## config.mk

```make
export PLATFORM = sky130hd
export DESIGN_NAME = load_setpoint_protection_top
export DESIGN_NICKNAME = d
export VERILOG_FILES = /design/src/lsp_pkg.sv /design/src/lsp_regs.sv /design/src/lsp_datapath.sv /design/src/lsp_ctrl.sv /design/src/load_setpoint_protection_top.sv
export SDC_FILE = /design/constraint.sdc
export NUM_CORES = 2
export LEC_CHECK = 0
export ABC_AREA = 1
export BUFFER_PORTS_ARGS = -buffer_cell sky130_fd_sc_hd__buf_2
export CORE_ASPECT_RATIO = 0.8
export CORE_MARGIN = 3
export CORE_UTILIZATION = 40
export CTS_CLUSTER_DIAMETER = 80
export DETAILED_ROUTE_END_ITERATION = 8
export GPL_ROUTABILITY_DRIVEN = 0
export SETUP_SLACK_MARGIN = 0.1
export SYNTH_ARGS = -nofsm -noshare
export SYNTH_HDL_FRONTEND = slang
export SYNTH_SLANG_ARGS = --single-unit
```

## constraint.sdc

```tcl
create_clock -name aclk -period 6.4 [get_ports aclk]
set_input_delay 0.64 -clock aclk [delete_from_list [all_inputs] [get_ports aclk]]
set_output_delay 0.64 -clock aclk [all_outputs]
set_load 0.05 [all_outputs]
```

## src/lsp_pkg.sv

```systemverilog
// Shared constants, register indexes and types for the load setpoint protection block.
`timescale 1ns / 1ps
`default_nettype none
package lsp_pkg;

    localparam int PWM_PERIOD_MAX = 65535;
    localparam int ADC_BITS       = 12;

    // field widths
    localparam int OP_W       = 2;
    localparam int VCODE_W    = 12;
    localparam int SP_W       = 26;
    localparam int MV_W       = 16;
    localparam int DUTY_W     = 16;
    localparam int HEALTH_W   = 2;
    localparam int GAIN_W     = 24;
    localparam int OFFS_W     = 16;
    localparam int PWMG_W     = 32;
    localparam int LIMIT_W    = 20;
    localparam int FRAC_W     = 16;

    // stream and config port widths
    localparam int S_TDATA_W  = 40;
    localparam int S_TUSER_W  = OP_W;
    localparam int M_TDATA_W  = 40;
    localparam int CFG_IDX_W  = 3;
    localparam int CFG_DATA_W = 32;

    // packing positions
    localparam int S_CODE_LSB   = 0;
    localparam int S_SP_LSB     = S_CODE_LSB + VCODE_W;
    localparam int M_DUTY_LSB   = 0;
    localparam int M_HEALTH_LSB = M_DUTY_LSB + DUTY_W;
    localparam int M_DRIVE_LSB  = M_HEALTH_LSB + HEALTH_W;
    localparam int M_MV_LSB     = M_DRIVE_LSB + 1;
    localparam int M_USED_W     = M_MV_LSB + MV_W;

    // datapath widths
    localparam int CAL_W      = VCODE_W + GAIN_W;
    localparam int VSUM_W     = CAL_W - FRAC_W + 2;
    localparam int DIVD_W     = 36;
    localparam int DIVR_W     = SP_W;
    localparam int DPROD_W    = PWMG_W + SP_W;
    localparam int DIV_STEPS  = LIMIT_W;
    localparam int DIVCNT_W   = $clog2(DIV_STEPS);
    localparam int THR_W      = MV_W + 2;

    localparam logic [VCODE_W-1:0] ADC_MASK =
        (ADC_BITS >= VCODE_W) ? {VCODE_W{1'b1}} : VCODE_W'((1 << ADC_BITS) - 1);

    localparam int POWER_SCALE = 1000;
    localparam int RES_SCALE   = 1000000;

    // opcodes
    localparam logic [OP_W-1:0] OP_CURRENT = 2'd0;
    localparam logic [OP_W-1:0] OP_POWER   = 2'd1;
    localparam logic [OP_W-1:0] OP_RESIST  = 2'd2;

    // health codes
    localparam logic [HEALTH_W-1:0] HEALTH_OK = 2'd0;
    localparam logic [HEALTH_W-1:0] HEALTH_UV = 2'd1;
    localparam logic [HEALTH_W-1:0] HEALTH_OV = 2'd2;

    // register indexes
    localparam logic [CFG_IDX_W-1:0] REG_VOLT_GAIN     = 3'd0;
    localparam logic [CFG_IDX_W-1:0] REG_VOLT_OFFSET   = 3'd1;
    localparam logic [CFG_IDX_W-1:0] REG_OVP_LIMIT     = 3'd2;
    localparam logic [CFG_IDX_W-1:0] REG_UVP_LIMIT     = 3'd3;
    localparam logic [CFG_IDX_W-1:0] REG_HYSTERESIS    = 3'd4;
    localparam logic [CFG_IDX_W-1:0] REG_PWM_GAIN      = 3'd5;
    localparam logic [CFG_IDX_W-1:0] REG_CURRENT_LIMIT = 3'd6;

    // register reset values
    localparam logic [GAIN_W-1:0]  RST_VOLT_GAIN     = 24'd65536;
    localparam logic [OFFS_W-1:0]  RST_VOLT_OFFSET   = 16'd0;
    localparam logic [MV_W-1:0]    RST_OVP_LIMIT     = 16'd30000;
    localparam logic [MV_W-1:0]    RST_UVP_LIMIT     = 16'd1000;
    localparam logic [MV_W-1:0]    RST_HYSTERESIS    = 16'd100;
    localparam logic [PWMG_W-1:0]  RST_PWM_GAIN      = 32'd4295;
    localparam logic [LIMIT_W-1:0] RST_CURRENT_LIMIT = 20'd1000000;

    typedef struct packed {
        logic        [GAIN_W-1:0]  volt_gain;
        logic signed [OFFS_W-1:0]  volt_offset;
        logic        [MV_W-1:0]    ovp_limit;
        logic        [MV_W-1:0]    uvp_limit;
        logic        [MV_W-1:0]    hysteresis;
        logic        [PWMG_W-1:0]  pwm_gain;
        logic        [LIMIT_W-1:0] current_limit;
    } lsp_cfg_t;

    typedef struct packed {
        logic load;
        logic calib;
        logic volt;
        logic flag;
        logic prep;
        logic div_step;
        logic cur;
        logic mul;
        logic fin;
    } lsp_cmd_t;

    typedef struct packed {
        logic out_free;
    } lsp_stat_t;

endpackage
`default_nettype wire

```

## src/lsp_regs.sv

```systemverilog
// Configuration register file written through the config channel.
`timescale 1ns / 1ps
`default_nettype none
module lsp_regs (
    input  wire logic                           aclk,
    input  wire logic                           aresetn,
    input  wire logic                           cfg_valid,
    output logic                                cfg_ready,
    input  wire logic [lsp_pkg::CFG_IDX_W-1:0]  cfg_index,
    input  wire logic [lsp_pkg::CFG_DATA_W-1:0] cfg_data,
    output lsp_pkg::lsp_cfg_t                   cfg
);

    lsp_pkg::lsp_cfg_t cfg_reg;

    assign cfg_ready = 1'b1;
    assign cfg       = cfg_reg;

    always_ff @(posedge aclk) begin
        if (!aresetn) begin
            cfg_reg.volt_gain     <= lsp_pkg::RST_VOLT_GAIN;
            cfg_reg.volt_offset   <= lsp_pkg::RST_VOLT_OFFSET;
            cfg_reg.ovp_limit     <= lsp_pkg::RST_OVP_LIMIT;
            cfg_reg.uvp_limit     <= lsp_pkg::RST_UVP_LIMIT;
            cfg_reg.hysteresis    <= lsp_pkg::RST_HYSTERESIS;
            cfg_reg.pwm_gain      <= lsp_pkg::RST_PWM_GAIN;
            cfg_reg.current_limit <= lsp_pkg::RST_CURRENT_LIMIT;
        end else if (cfg_valid && cfg_ready) begin
            case (cfg_index)
                lsp_pkg::REG_VOLT_GAIN: begin
                    cfg_reg.volt_gain <= cfg_data[lsp_pkg::GAIN_W-1:0];
                end
                lsp_pkg::REG_VOLT_OFFSET: begin
                    cfg_reg.volt_offset <= cfg_data[lsp_pkg::OFFS_W-1:0];
                end
                lsp_pkg::REG_OVP_LIMIT: begin
                    cfg_reg.ovp_limit <= cfg_data[lsp_pkg::MV_W-1:0];
                end
                lsp_pkg::REG_UVP_LIMIT: begin
                    cfg_reg.uvp_limit <= cfg_data[lsp_pkg::MV_W-1:0];
                end
                lsp_pkg::REG_HYSTERESIS: begin
                    cfg_reg.hysteresis <= cfg_data[lsp_pkg::MV_W-1:0];
                end
                lsp_pkg::REG_PWM_GAIN: begin
                    cfg_reg.pwm_gain <= cfg_data[lsp_pkg::PWMG_W-1:0];
                end
                lsp_pkg::REG_CURRENT_LIMIT: begin
                    cfg_reg.current_limit <= cfg_data[lsp_pkg::LIMIT_W-1:0];
                end
                default: begin
                end
            endcase
        end
    end

endmodule
`default_nettype wire

```

## src/lsp_datapath.sv

```systemverilog
// Datapath: calibration, protection flags, restoring divider, duty multiply, result register.
`timescale 1ns / 1ps
`default_nettype none
module lsp_datapath (
    input  wire logic                          aclk,
    input  wire logic                          aresetn,
    input  wire lsp_pkg::lsp_cfg_t             cfg,
    input  wire lsp_pkg::lsp_cmd_t             cmd,
    output lsp_pkg::lsp_stat_t                 stat,
    input  wire logic [lsp_pkg::S_TDATA_W-1:0] s_tdata,
    input  wire logic [lsp_pkg::S_TUSER_W-1:0] s_tuser,
    output logic                               m_tvalid,
    input  wire logic                          m_tready,
    output logic [lsp_pkg::M_TDATA_W-1:0]      m_tdata
);

    // captured item
    logic [lsp_pkg::OP_W-1:0]     op_reg;
    logic [lsp_pkg::VCODE_W-1:0]  code_reg;
    logic [lsp_pkg::SP_W-1:0]     sp_reg;

    // working registers
    logic [lsp_pkg::CAL_W-1:0]    cal_reg;
    logic [lsp_pkg::MV_W-1:0]     v_reg;
    logic [lsp_pkg::DIVD_W-1:0]   dividend_reg;
    logic [lsp_pkg::DIVR_W-1:0]   divisor_reg;
    logic [lsp_pkg::DIVR_W-1:0]   rem_reg;
    logic [lsp_pkg::LIMIT_W-1:0]  qd_reg;
    logic                         ovf_reg;
    logic [lsp_pkg::SP_W-1:0]     cur_reg;
    logic [lsp_pkg::DPROD_W-1:0]  dprod_reg;

    // persistent state
    logic                         over_reg;
    logic                         under_reg;
    logic [lsp_pkg::SP_W-1:0]     last_cur_reg;
    logic [lsp_pkg::DUTY_W-1:0]   duty_store_reg;

    // result register
    logic                         out_valid_reg;
    logic [lsp_pkg::DUTY_W-1:0]   out_duty_reg;
    logic [lsp_pkg::HEALTH_W-1:0] out_health_reg;
    logic                         out_drive_reg;
    logic [lsp_pkg::MV_W-1:0]     out_mv_reg;

    // combinational
    logic signed [lsp_pkg::VSUM_W-1:0] vsum;
    logic [lsp_pkg::MV_W-1:0]          v_next;
    logic signed [lsp_pkg::THR_W-1:0]  vs;
    logic signed [lsp_pkg::THR_W-1:0]  ovp_hi;
    logic signed [lsp_pkg::THR_W-1:0]  ovp_lo;
    logic signed [lsp_pkg::THR_W-1:0]  uvp_hi;
    logic signed [lsp_pkg::THR_W-1:0]  uvp_lo;
    logic                              over_next;
    logic                              under_next;
    logic [lsp_pkg::DIVD_W-1:0]        dividend_next;
    logic [lsp_pkg::DIVR_W-1:0]        divisor_next;
    logic [lsp_pkg::DIVR_W:0]          trial;
    logic                              trial_ge;
    logic [lsp_pkg::DIVR_W:0]          trial_diff;
    logic [lsp_pkg::SP_W-1:0]          cur_next;
    logic [lsp_pkg::DPROD_W-1:0]       dprod_next;
    logic [lsp_pkg::DPROD_W-lsp_pkg::FRAC_W-1:0] duty_wide;
    logic [lsp_pkg::DUTY_W-1:0]        duty_calc;
    logic [lsp_pkg::DUTY_W-1:0]        duty_sel;
    logic                              healthy;
    logic [lsp_pkg::HEALTH_W-1:0]      health;

    assign stat.out_free = !out_valid_reg || m_tready;

    // voltage calibration: integer part of the Q16 product plus signed offset, saturated
    always_comb begin
        vsum = $signed({2'b00, cal_reg[lsp_pkg::CAL_W-1:lsp_pkg::FRAC_W]})
             + lsp_pkg::VSUM_W'(cfg.volt_offset);
        if (vsum < 0) begin
            v_next = '0;
        end else if (vsum > $signed(lsp_pkg::VSUM_W'(2 ** lsp_pkg::MV_W - 1))) begin
            v_next = '1;
        end else begin
            v_next = vsum[lsp_pkg::MV_W-1:0];
        end
    end

    // hysteresis bounds at full signed width
    always_comb begin
        vs     = $signed({2'b00, v_reg});
        ovp_hi = $signed({2'b00, cfg.ovp_limit}) + $signed({2'b00, cfg.hysteresis});
        ovp_lo = $signed({2'b00, cfg.ovp_limit}) - $signed({2'b00, cfg.hysteresis});
        uvp_hi = $signed({2'b00, cfg.uvp_limit}) + $signed({2'b00, cfg.hysteresis});
        uvp_lo = $signed({2'b00, cfg.uvp_limit}) - $signed({2'b00, cfg.hysteresis});
        over_next  = over_reg;
        under_next = under_reg;
        if (!over_reg && (vs > ovp_hi)) begin
            over_next = 1'b1;
        end else if (over_reg && (vs <= ovp_lo)) begin
            over_next = 1'b0;
        end
        if (!under_reg && (vs < uvp_lo)) begin
            under_next = 1'b1;
        end else if (under_reg && (vs >= uvp_hi)) begin
            under_next = 1'b0;
        end
    end

    // division operands per mode
    always_comb begin
        dividend_next = '0;
        divisor_next  = '0;
        case (op_reg)
            lsp_pkg::OP_POWER: begin
                dividend_next = lsp_pkg::DIVD_W'(sp_reg)
                              * lsp_pkg::DIVD_W'(lsp_pkg::POWER_SCALE);
                divisor_next  = lsp_pkg::DIVR_W'(v_reg);
            end
            lsp_pkg::OP_RESIST: begin
                dividend_next = lsp_pkg::DIVD_W'(v_reg)
                              * lsp_pkg::DIVD_W'(lsp_pkg::RES_SCALE);
                divisor_next  = sp_reg;
            end
            default: begin
            end
        endcase
    end

    // one quotient bit per step; quotients that need more than LIMIT_W bits are caught by ovf_reg
    always_comb begin
        trial      = {rem_reg, qd_reg[lsp_pkg::LIMIT_W-1]};
        trial_ge   = trial >= {1'b0, divisor_reg};
        trial_diff = trial - {1'b0, divisor_reg};
    end

    always_comb begin
        case (op_reg)
            lsp_pkg::OP_CURRENT: begin
                cur_next = sp_reg;
            end
            lsp_pkg::OP_POWER, lsp_pkg::OP_RESIST: begin
                if ((divisor_reg == '0) || ovf_reg || (qd_reg > cfg.current_limit)) begin
                    cur_next = '0;
                end else begin
                    cur_next = lsp_pkg::SP_W'(qd_reg);
                end
            end
            default: begin
                cur_next = '0;
            end
        endcase
    end

    assign dprod_next = lsp_pkg::DPROD_W'(cfg.pwm_gain) * lsp_pkg::DPROD_W'(cur_reg);

    always_comb begin
        duty_wide = dprod_reg[lsp_pkg::DPROD_W-1:lsp_pkg::FRAC_W];
        if (duty_wide > (lsp_pkg::DPROD_W - lsp_pkg::FRAC_W)'(lsp_pkg::PWM_PERIOD_MAX)) begin
            duty_calc = lsp_pkg::DUTY_W'(lsp_pkg::PWM_PERIOD_MAX);
        end else begin
            duty_calc = duty_wide[lsp_pkg::DUTY_W-1:0];
        end
        duty_sel = (cur_reg != last_cur_reg) ? duty_calc : duty_store_reg;
        healthy  = !over_reg && !under_reg;
        if (under_reg) begin
            health = lsp_pkg::HEALTH_UV;
        end else if (over_reg) begin
            health = lsp_pkg::HEALTH_OV;
        end else begin
            health = lsp_pkg::HEALTH_OK;
        end
    end

    // control state
    always_ff @(posedge aclk) begin
        if (!aresetn) begin
            over_reg       <= 1'b0;
            under_reg      <= 1'b0;
            last_cur_reg   <= '0;
            duty_store_reg <= '0;
            out_valid_reg  <= 1'b0;
        end else begin
            if (cmd.flag) begin
                over_reg  <= over_next;
                under_reg <= under_next;
            end
            if (cmd.fin && healthy) begin
                last_cur_reg   <= cur_reg;
                duty_store_reg <= duty_sel;
            end
            if (cmd.fin) begin
                out_valid_reg <= 1'b1;
            end else if (m_tready) begin
                out_valid_reg <= 1'b0;
            end
        end
    end

    // payload
    always_ff @(posedge aclk) begin
        if (cmd.load) begin
            op_reg   <= s_tuser;
            code_reg <= s_tdata[lsp_pkg::S_CODE_LSB +: lsp_pkg::VCODE_W];
            sp_reg   <= s_tdata[lsp_pkg::S_SP_LSB +: lsp_pkg::SP_W];
        end
        if (cmd.calib) begin
            cal_reg <= lsp_pkg::CAL_W'(code_reg & lsp_pkg::ADC_MASK)
                     * lsp_pkg::CAL_W'(cfg.volt_gain);
        end
        if (cmd.volt) begin
            v_reg <= v_next;
        end
        if (cmd.flag) begin
            dividend_reg <= dividend_next;
            divisor_reg  <= divisor_next;
        end
        if (cmd.prep) begin
            rem_reg <= lsp_pkg::DIVR_W'(dividend_reg[lsp_pkg::DIVD_W-1:lsp_pkg::LIMIT_W]);
            qd_reg  <= dividend_reg[lsp_pkg::LIMIT_W-1:0];
            ovf_reg <= lsp_pkg::DIVR_W'(dividend_reg[lsp_pkg::DIVD_W-1:lsp_pkg::LIMIT_W])
                       >= divisor_reg;
        end
        if (cmd.div_step) begin
            rem_reg <= trial_ge ? trial_diff[lsp_pkg::DIVR_W-1:0]
                                : trial[lsp_pkg::DIVR_W-1:0];
            qd_reg  <= {qd_reg[lsp_pkg::LIMIT_W-2:0], trial_ge};
        end
        if (cmd.cur) begin
            cur_reg <= cur_next;
        end
        if (cmd.mul) begin
            dprod_reg <= dprod_next;
        end
        if (cmd.fin) begin
            out_duty_reg   <= healthy ? duty_sel : '0;
            out_health_reg <= health;
            out_drive_reg  <= healthy && (cur_reg != '0);
            out_mv_reg     <= v_reg;
        end
    end

    assign m_tvalid = out_valid_reg;
    always_comb begin
        m_tdata = '0;
        m_tdata[lsp_pkg::M_DUTY_LSB +: lsp_pkg::DUTY_W]     = out_duty_reg;
        m_tdata[lsp_pkg::M_HEALTH_LSB +: lsp_pkg::HEALTH_W] = out_health_reg;
        m_tdata[lsp_pkg::M_DRIVE_LSB]                       = out_drive_reg;
        m_tdata[lsp_pkg::M_MV_LSB +: lsp_pkg::MV_W]         = out_mv_reg;
    end

endmodule
`default_nettype wire

```

## src/lsp_ctrl.sv

```systemverilog
// Sequencer that steps the datapath through one item at a time.
`timescale 1ns / 1ps
`default_nettype none
module lsp_ctrl (
    input  wire logic               aclk,
    input  wire logic               aresetn,
    input  wire logic               s_tvalid,
    output logic                    s_tready,
    input  wire lsp_pkg::lsp_stat_t stat,
    output lsp_pkg::lsp_cmd_t       cmd
);

    localparam logic [3:0] S_IDLE  = 4'd0;
    localparam logic [3:0] S_CALIB = 4'd1;
    localparam logic [3:0] S_VOLT  = 4'd2;
    localparam logic [3:0] S_FLAG  = 4'd3;
    localparam logic [3:0] S_PREP  = 4'd4;
    localparam logic [3:0] S_DIV   = 4'd5;
    localparam logic [3:0] S_CUR   = 4'd6;
    localparam logic [3:0] S_MUL   = 4'd7;
    localparam logic [3:0] S_FIN   = 4'd8;

    logic [3:0]                     state_reg;
    logic [3:0]                     state_next;
    logic [lsp_pkg::DIVCNT_W-1:0]   cnt_reg;
    logic [lsp_pkg::DIVCNT_W-1:0]   cnt_next;

    assign s_tready = (state_reg == S_IDLE);

    always_comb begin
        state_next = state_reg;
        cnt_next   = cnt_reg;
        cmd        = '0;
        case (state_reg)
            S_IDLE: begin
                if (s_tvalid) begin
                    cmd.load   = 1'b1;
                    state_next = S_CALIB;
                end
            end
            S_CALIB: begin
                cmd.calib  = 1'b1;
                state_next = S_VOLT;
            end
            S_VOLT: begin
                cmd.volt   = 1'b1;
                state_next = S_FLAG;
            end
            S_FLAG: begin
                cmd.flag   = 1'b1;
                state_next = S_PREP;
            end
            S_PREP: begin
                cmd.prep   = 1'b1;
                cnt_next   = '0;
                state_next = S_DIV;
            end
            S_DIV: begin
                cmd.div_step = 1'b1;
                if (cnt_reg == lsp_pkg::DIVCNT_W'(lsp_pkg::DIV_STEPS - 1)) begin
                    cnt_next   = '0;
                    state_next = S_CUR;
                end else begin
                    cnt_next = cnt_reg + 1'b1;
                end
            end
            S_CUR: begin
                cmd.cur    = 1'b1;
                state_next = S_MUL;
            end
            S_MUL: begin
                cmd.mul    = 1'b1;
                state_next = S_FIN;
            end
            S_FIN: begin
                // hold until the result register is free or drains this cycle
                if (stat.out_free) begin
                    cmd.fin    = 1'b1;
                    state_next = S_IDLE;
                end
            end
            default: begin
                state_next = S_IDLE;
            end
        endcase
    end

    always_ff @(posedge aclk) begin
        if (!aresetn) begin
            state_reg <= S_IDLE;
            cnt_reg   <= '0;
        end else begin
            state_reg <= state_next;
            cnt_reg   <= cnt_next;
        end
    end

endmodule
`default_nettype wire

```

## src/load_setpoint_protection_top.sv

```systemverilog
// Items are processed one at a time: each steps through the calibrate, voltage, flag,
// prepare, divide, current, multiply and finish states, the divide state running the
// 20-step restoring divider (one quotient bit per cycle).
// A new item is taken while the previous result waits in the output register.
// Reset (aresetn low, synchronous) clears the protection flags, last current,
// stored duty and result valid, and loads the configuration defaults.
`timescale 1ns / 1ps
`default_nettype none
module load_setpoint_protection_top (
    input  wire logic                           aclk,
    input  wire logic                           aresetn,
    input  wire logic                           s_tvalid,
    output logic                                s_tready,
    // [11:0] voltage_code, [37:12] setpoint, [39:38] zero
    input  wire logic [lsp_pkg::S_TDATA_W-1:0]  s_tdata,
    // [1:0] opcode
    input  wire logic [lsp_pkg::S_TUSER_W-1:0]  s_tuser,
    output logic                                m_tvalid,
    input  wire logic                           m_tready,
    // [15:0] duty, [17:16] health, [18] drive_enable, [34:19] voltage_mv, [39:35] zero
    output logic [lsp_pkg::M_TDATA_W-1:0]       m_tdata,
    input  wire logic                           cfg_valid,
    output logic                                cfg_ready,
    input  wire logic [lsp_pkg::CFG_IDX_W-1:0]  cfg_index,
    input  wire logic [lsp_pkg::CFG_DATA_W-1:0] cfg_data
);

    lsp_pkg::lsp_cfg_t  cfg;
    lsp_pkg::lsp_cmd_t  cmd;
    lsp_pkg::lsp_stat_t stat;

    lsp_regs u_regs (
        .aclk      (aclk),
        .aresetn   (aresetn),
        .cfg_valid (cfg_valid),
        .cfg_ready (cfg_ready),
        .cfg_index (cfg_index),
        .cfg_data  (cfg_data),
        .cfg       (cfg)
    );

    lsp_ctrl u_ctrl (
        .aclk     (aclk),
        .aresetn  (aresetn),
        .s_tvalid (s_tvalid),
        .s_tready (s_tready),
        .stat     (stat),
        .cmd      (cmd)
    );

    lsp_datapath u_dp (
        .aclk     (aclk),
        .aresetn  (aresetn),
        .cfg      (cfg),
        .cmd      (cmd),
        .stat     (stat),
        .s_tdata  (s_tdata),
        .s_tuser  (s_tuser),
        .m_tvalid (m_tvalid),
        .m_tready (m_tready),
        .m_tdata  (m_tdata)
    );

endmodule
`default_nettype wire

```

==> results.md <==
- The run finished, with violations left.
- The checks that failed: setup timing.
- The mapped netlist covers 72400 sq um.
- The worst hold path belongs to the class primary input to register.
- The highest cell delay on the worst timing path is 0.56 ns.
- The worst path uses 101% of the clock period.
- The area share of the largest cell type after synthesis is 30.2%.
- The die is 387 um tall.
- The count of mapped cells out of synthesis is 9256.
- Max-cap violations in this run came to 0.
- The power density normalized to cell area is 327 nW/um^2.
- The slowest stage of the critical path belongs to the cell sky130_fd_sc_hd__fa_1.
- For the pin with the worst max-slew slack, the measured transition is 1.14 ns.
- The flip-flop count of the largest register, all copies and words added is 140.
- The DRC marker count from the first detailed-route iteration is 5691.
- The first global-routing pass estimated 342 mm of wire.
- The cell sitting at the root of the clock tree is a sky130_fd_sc_hd__clkbuf_16.
- The shortest period the worst path allows is 6.47 ns.
- The worst setup path is captured at a register.
- The count of cells in the finished layout, fillers not included, comes to 11800.
- Clock skew on the completed layout was measured at 0.0601 ns.
- The die covers 186000 sq um.
- The clock tree from TritonCTS is built.
- The hold path endpoint is u_dp.code_reg[1]$_DFFE_PP_.
- The first detailed-routing pass ran for 6 iterations.
- In the synthesized netlist, the cells that appear most often are sky130_fd_sc_hd__inv_1 (2239), sky130_fd_sc_hd__nand2_1 (2094), sky130_fd_sc_hd__fa_1 (1091).
- The clock passes through at most 3 buffers.
- For this run the aggregate overflow at the end of global routing stands at 0.
- The fraction of final layout cells sized beyond drive strength 1 is 9.20%.
- Yosys mapped a number of flops with a built-in enable equal to 285.
- The detailed-route wire length on metal 1 is 101 mm.
- In this design, the largest share of critical-path delay is due to adder cells.
- The hold violation count in the final report is 0.
- The number of global-route vias before repair is 60600.
- The clock latency on the worst-skew pair is 0.71 ns.
- The cell area after placement is 77400 sq um.
- The type of the worst setup path is register to register.
- The vias after detailed routing is 60600.
- The number of top-level pins is 125.
- After routing the design area is 81400 sq um.
- The amount of wire on met3 after detailed routing is 19.8 mm.
- Yosys attributes the largest share of cell area to sky130_fd_sc_hd__fa_1 (30%), sky130_fd_sc_hd__edfxtp_1 (12%), sky130_fd_sc_hd__inv_1 (12%).
- For the worst flop-to-flop path, the logic depth is 25.
- The global routing usage summed across all routing layers is 23.1%.
- The setup TNS is -0.167 ns.
- Relative to the synthesized area, the layout overhead comes to 12.4%.
- The H-tree was split into 2 levels.
- For this run, the top clock speed supported by timing is 155 MHz.
- The clock buffer count from CTS is 61.
- In this run the critical register-to-register path is captured at u_dp.dprod_reg[34]$_DFFE_PP_.
- The number of buffers added to fix hold violations after cts is 0.
- Setup violations remaining at the end of the flow were counted as 3.
- The most frequently used cell type in the post-synthesis netlist is sky130_fd_sc_hd__inv_1.
- The total number of yosys warnings is 0.
- The number of antenna violations at the first check in global routing is 3.
- Input and output buffers added on the ports amount to 116.
- The distinct cell type count after synthesis is 64.
- STA classifies the critical path startpoint as a register.
- The reg-to-reg startpoint is u_dp.cur_reg[5]$_DFFE_PP_.
- The portion of the post-synthesis area used by sequential elements is 17.2%.
- The launch instance of the worst min-delay path is s_tdata[1].
- Detailed placement ended at an HPWL of 173 mm.
- Dividing the detail-routed via count by the number of cells gives 5.11.
- The setup slack of the worst register-to-register path is -0.07 ns.
- The placeable core area is 180000 sq um.
- The cell count after placement is 11700.
- The synthesized area divided by synthesized cell count is 7.82 sq um.
- The normalized max-slew margin is 24.2%.
- The residual DRC count is 0.
- The minimum setup slack in the final design is -0.0692 ns.
- Measured on the finished design, the core utilization comes to 45.3%.
- The buffer and inverter count on the worst path is 10.
- The floorplan has 139 rows.
- The final layout contains 11200 nets.
- The detailed-route wire length is 217 mm.
- The maximum number of pins on one net before global-route repair is 130.
- The leakage dissipation is 43.1 nW.
- At the worst endpoint, the arrival time is 6.88 ns.
- The hold path depth is 1.
- The detailed router used layers up to and including met4.
- The number of pins with negative max-slew slack in the final report is 0.
- The initial utilization of the core area, before any placement, comes to 40.3%.
- The post-synthesis register bit count is 479.
- The horizontal die dimension is 482 um.
- Setup repair after global routing could not meet its margin everywhere.
- The required time of the worst setup path is 6.81 ns.
- Summed over all nets, wire length on met2 after detailed routing comes to 90.1 mm.
- The most numerous cell type found on the critical path is sky130_fd_sc_hd__fa_1.
- The number of nets with antenna violations after detailed routing is 0.
- For this design, the sink count on the clock tree is 479.
- The number of fillers in the final layout is 17600.
- The share of async-settable or async-resettable flops after synthesis is 0%.
- After clock tree synthesis, the clock-pin slew on the worst setup and hold paths is 0.06 ns.
- Of all nets on the critical path, the largest fanout is 6.
- In the final routed layout, each cell accounts on average for 18.3 um.
- The cell type with the largest total area after synthesis is sky130_fd_sc_hd__fa_1.
- VDD sags by at most 616 uV.
- The primary flip-flop cell chosen by synthesis mapping is sky130_fd_sc_hd__edfxtp_1.
==> placed cells by master, fill, tap and decap left out, types with 99 or more instances in the layout <==
cell,synthesis,routed
sky130_fd_sc_hd__inv_1,2239,2209
sky130_fd_sc_hd__nand4_1,99,99
sky130_fd_sc_hd__fa_1,1091,1062
sky130_fd_sc_hd__dfxtp_1,194,188
sky130_fd_sc_hd__buf_2,20,115
sky130_fd_sc_hd__nand3_1,271,262
sky130_fd_sc_hd__nor2_1,675,624
sky130_fd_sc_hd__o21ai_0,345,313
sky130_fd_sc_hd__a21oi_1,416,383
sky130_fd_sc_hd__xor2_1,120,111
sky130_fd_sc_hd__buf_4,12,247
sky130_fd_sc_hd__ha_1,655,628
sky130_fd_sc_hd__nand2_1,2094,2051
sky130_fd_sc_hd__edfxtp_1,285,285
==> how the worst max path moves through the flow <==
stage,slack (ns),depth (start not counted),endpoint,from
final,-0.07,25,u_dp.dprod_reg[34]$_DFFE_PP_,u_dp.cur_reg[5]$_DFFE_PP_
after global routing,-0.24,26,u_dp.dprod_reg[52]$_DFFE_PP_,u_dp.cur_reg[5]$_DFFE_PP_
after CTS,0.03,27,u_dp.dprod_reg[34]$_DFFE_PP_,u_dp.cur_reg[2]$_DFFE_PP_
after detailed placement,-0.17,25,u_dp.dprod_reg[52]$_DFFE_PP_,u_dp.cur_reg[2]$_DFFE_PP_
after global placement,-0.19,25,u_dp.dprod_reg[52]$_DFFE_PP_,u_regs.cfg[49]$_SDFFE_PN0P_
after floorplan,0.18,25,u_dp.dprod_reg[56]$_DFFE_PP_,u_dp.cur_reg[11]$_DFFE_PP_
==> worst register-to-register path, cell delays in order (launching register included) <==
cell and delay, ns:
sky130_fd_sc_hd__edfxtp_1 0.38, sky130_fd_sc_hd__buf_6 0.12, sky130_fd_sc_hd__buf_6 0.12, sky130_fd_sc_hd__clkbuf_16 0.16
sky130_fd_sc_hd__nand2_1 0.08, sky130_fd_sc_hd__fa_1 0.54, sky130_fd_sc_hd__inv_1 0.05, sky130_fd_sc_hd__fa_1 0.49
sky130_fd_sc_hd__inv_1 0.07, sky130_fd_sc_hd__fa_2 0.40, sky130_fd_sc_hd__fa_1 0.54, sky130_fd_sc_hd__inv_1 0.06
sky130_fd_sc_hd__fa_2 0.47, sky130_fd_sc_hd__fa_1 0.49, sky130_fd_sc_hd__inv_1 0.06, sky130_fd_sc_hd__fa_1 0.56
sky130_fd_sc_hd__inv_2 0.06, sky130_fd_sc_hd__ha_4 0.26, sky130_fd_sc_hd__a21oi_2 0.16, sky130_fd_sc_hd__buf_4 0.12
sky130_fd_sc_hd__o21a_1 0.15, sky130_fd_sc_hd__o21ai_0 0.13, sky130_fd_sc_hd__a21oi_1 0.23, sky130_fd_sc_hd__nand2_2 0.14
sky130_fd_sc_hd__xor2_1 0.17, sky130_fd_sc_hd__buf_4 0.15
==> power by group <==
part	leakage [nW]	internal, mW	total, mW	switching (mW)
Combinational	37.9	7.45	19.0	11.5
Clock	1.06	2.18	3.74	1.55
Sequential	4.20	3.65	3.87	0.218
Total	43.1	13.3	26.6	13.3
==> per-stage QoR <==
stage               worst slack, ns  total power [mW]  hold slack (ns)
floorplan                     0.177              13.4            0.435
global placement             -0.188              19.3            0.452
detailed placement           -0.173              19.5            0.460
CTS                          0.0266              24.5           0.0604
global route                 -0.239              28.6           0.0752
finish                      -0.0692              26.6            0.103
==> per-layer routing <==
metal	global-route usage, %	vias to the layer above
li1	-	28200
met1	35.5	29700
met2	33.4	2364
met3	4.06	276
met4	5.64	0
met5	0	-
==> final cells by class <==
cell class                      instances  area, sq um  share of cell area, %
Sequential cell                       479        12500                   15.3
Inverter                             2246         8430                   10.4
Antenna cell                            1         2.50                0.00307
Multi-Input combinational cell       6164        51500                   63.3
Tap cell                             2397         3000                   3.68
Timing Repair Buffer                  436         3840                   4.72
Clock inverter                         35          487                  0.598
Clock buffer                           81         1690                   2.08
==> repair_timing <==
action / in CTS / in global routing
buffers inserted: 3 / 14
setup endpoints to repair: 42 / 42
gates cloned: 1 / 7
pin swaps: 6 / 64
gates resized for setup: 146 / 236
==> logic make-up (layout without fill, tap and decap cells) <==
logic type      after synthesis  count (layout)  synth area share [%]
xor+xnor                    159             159                  1.92
simple gates               3299            3299                  18.5
fa+ha+maj                  1746            1746                  41.5
compound gates              954             954                  7.24
buf+inv                    2617            2798                  13.7
other cells                   2               7                0.0104
flops                       479             479                  17.2
Power figures use the tool's default switching activity.
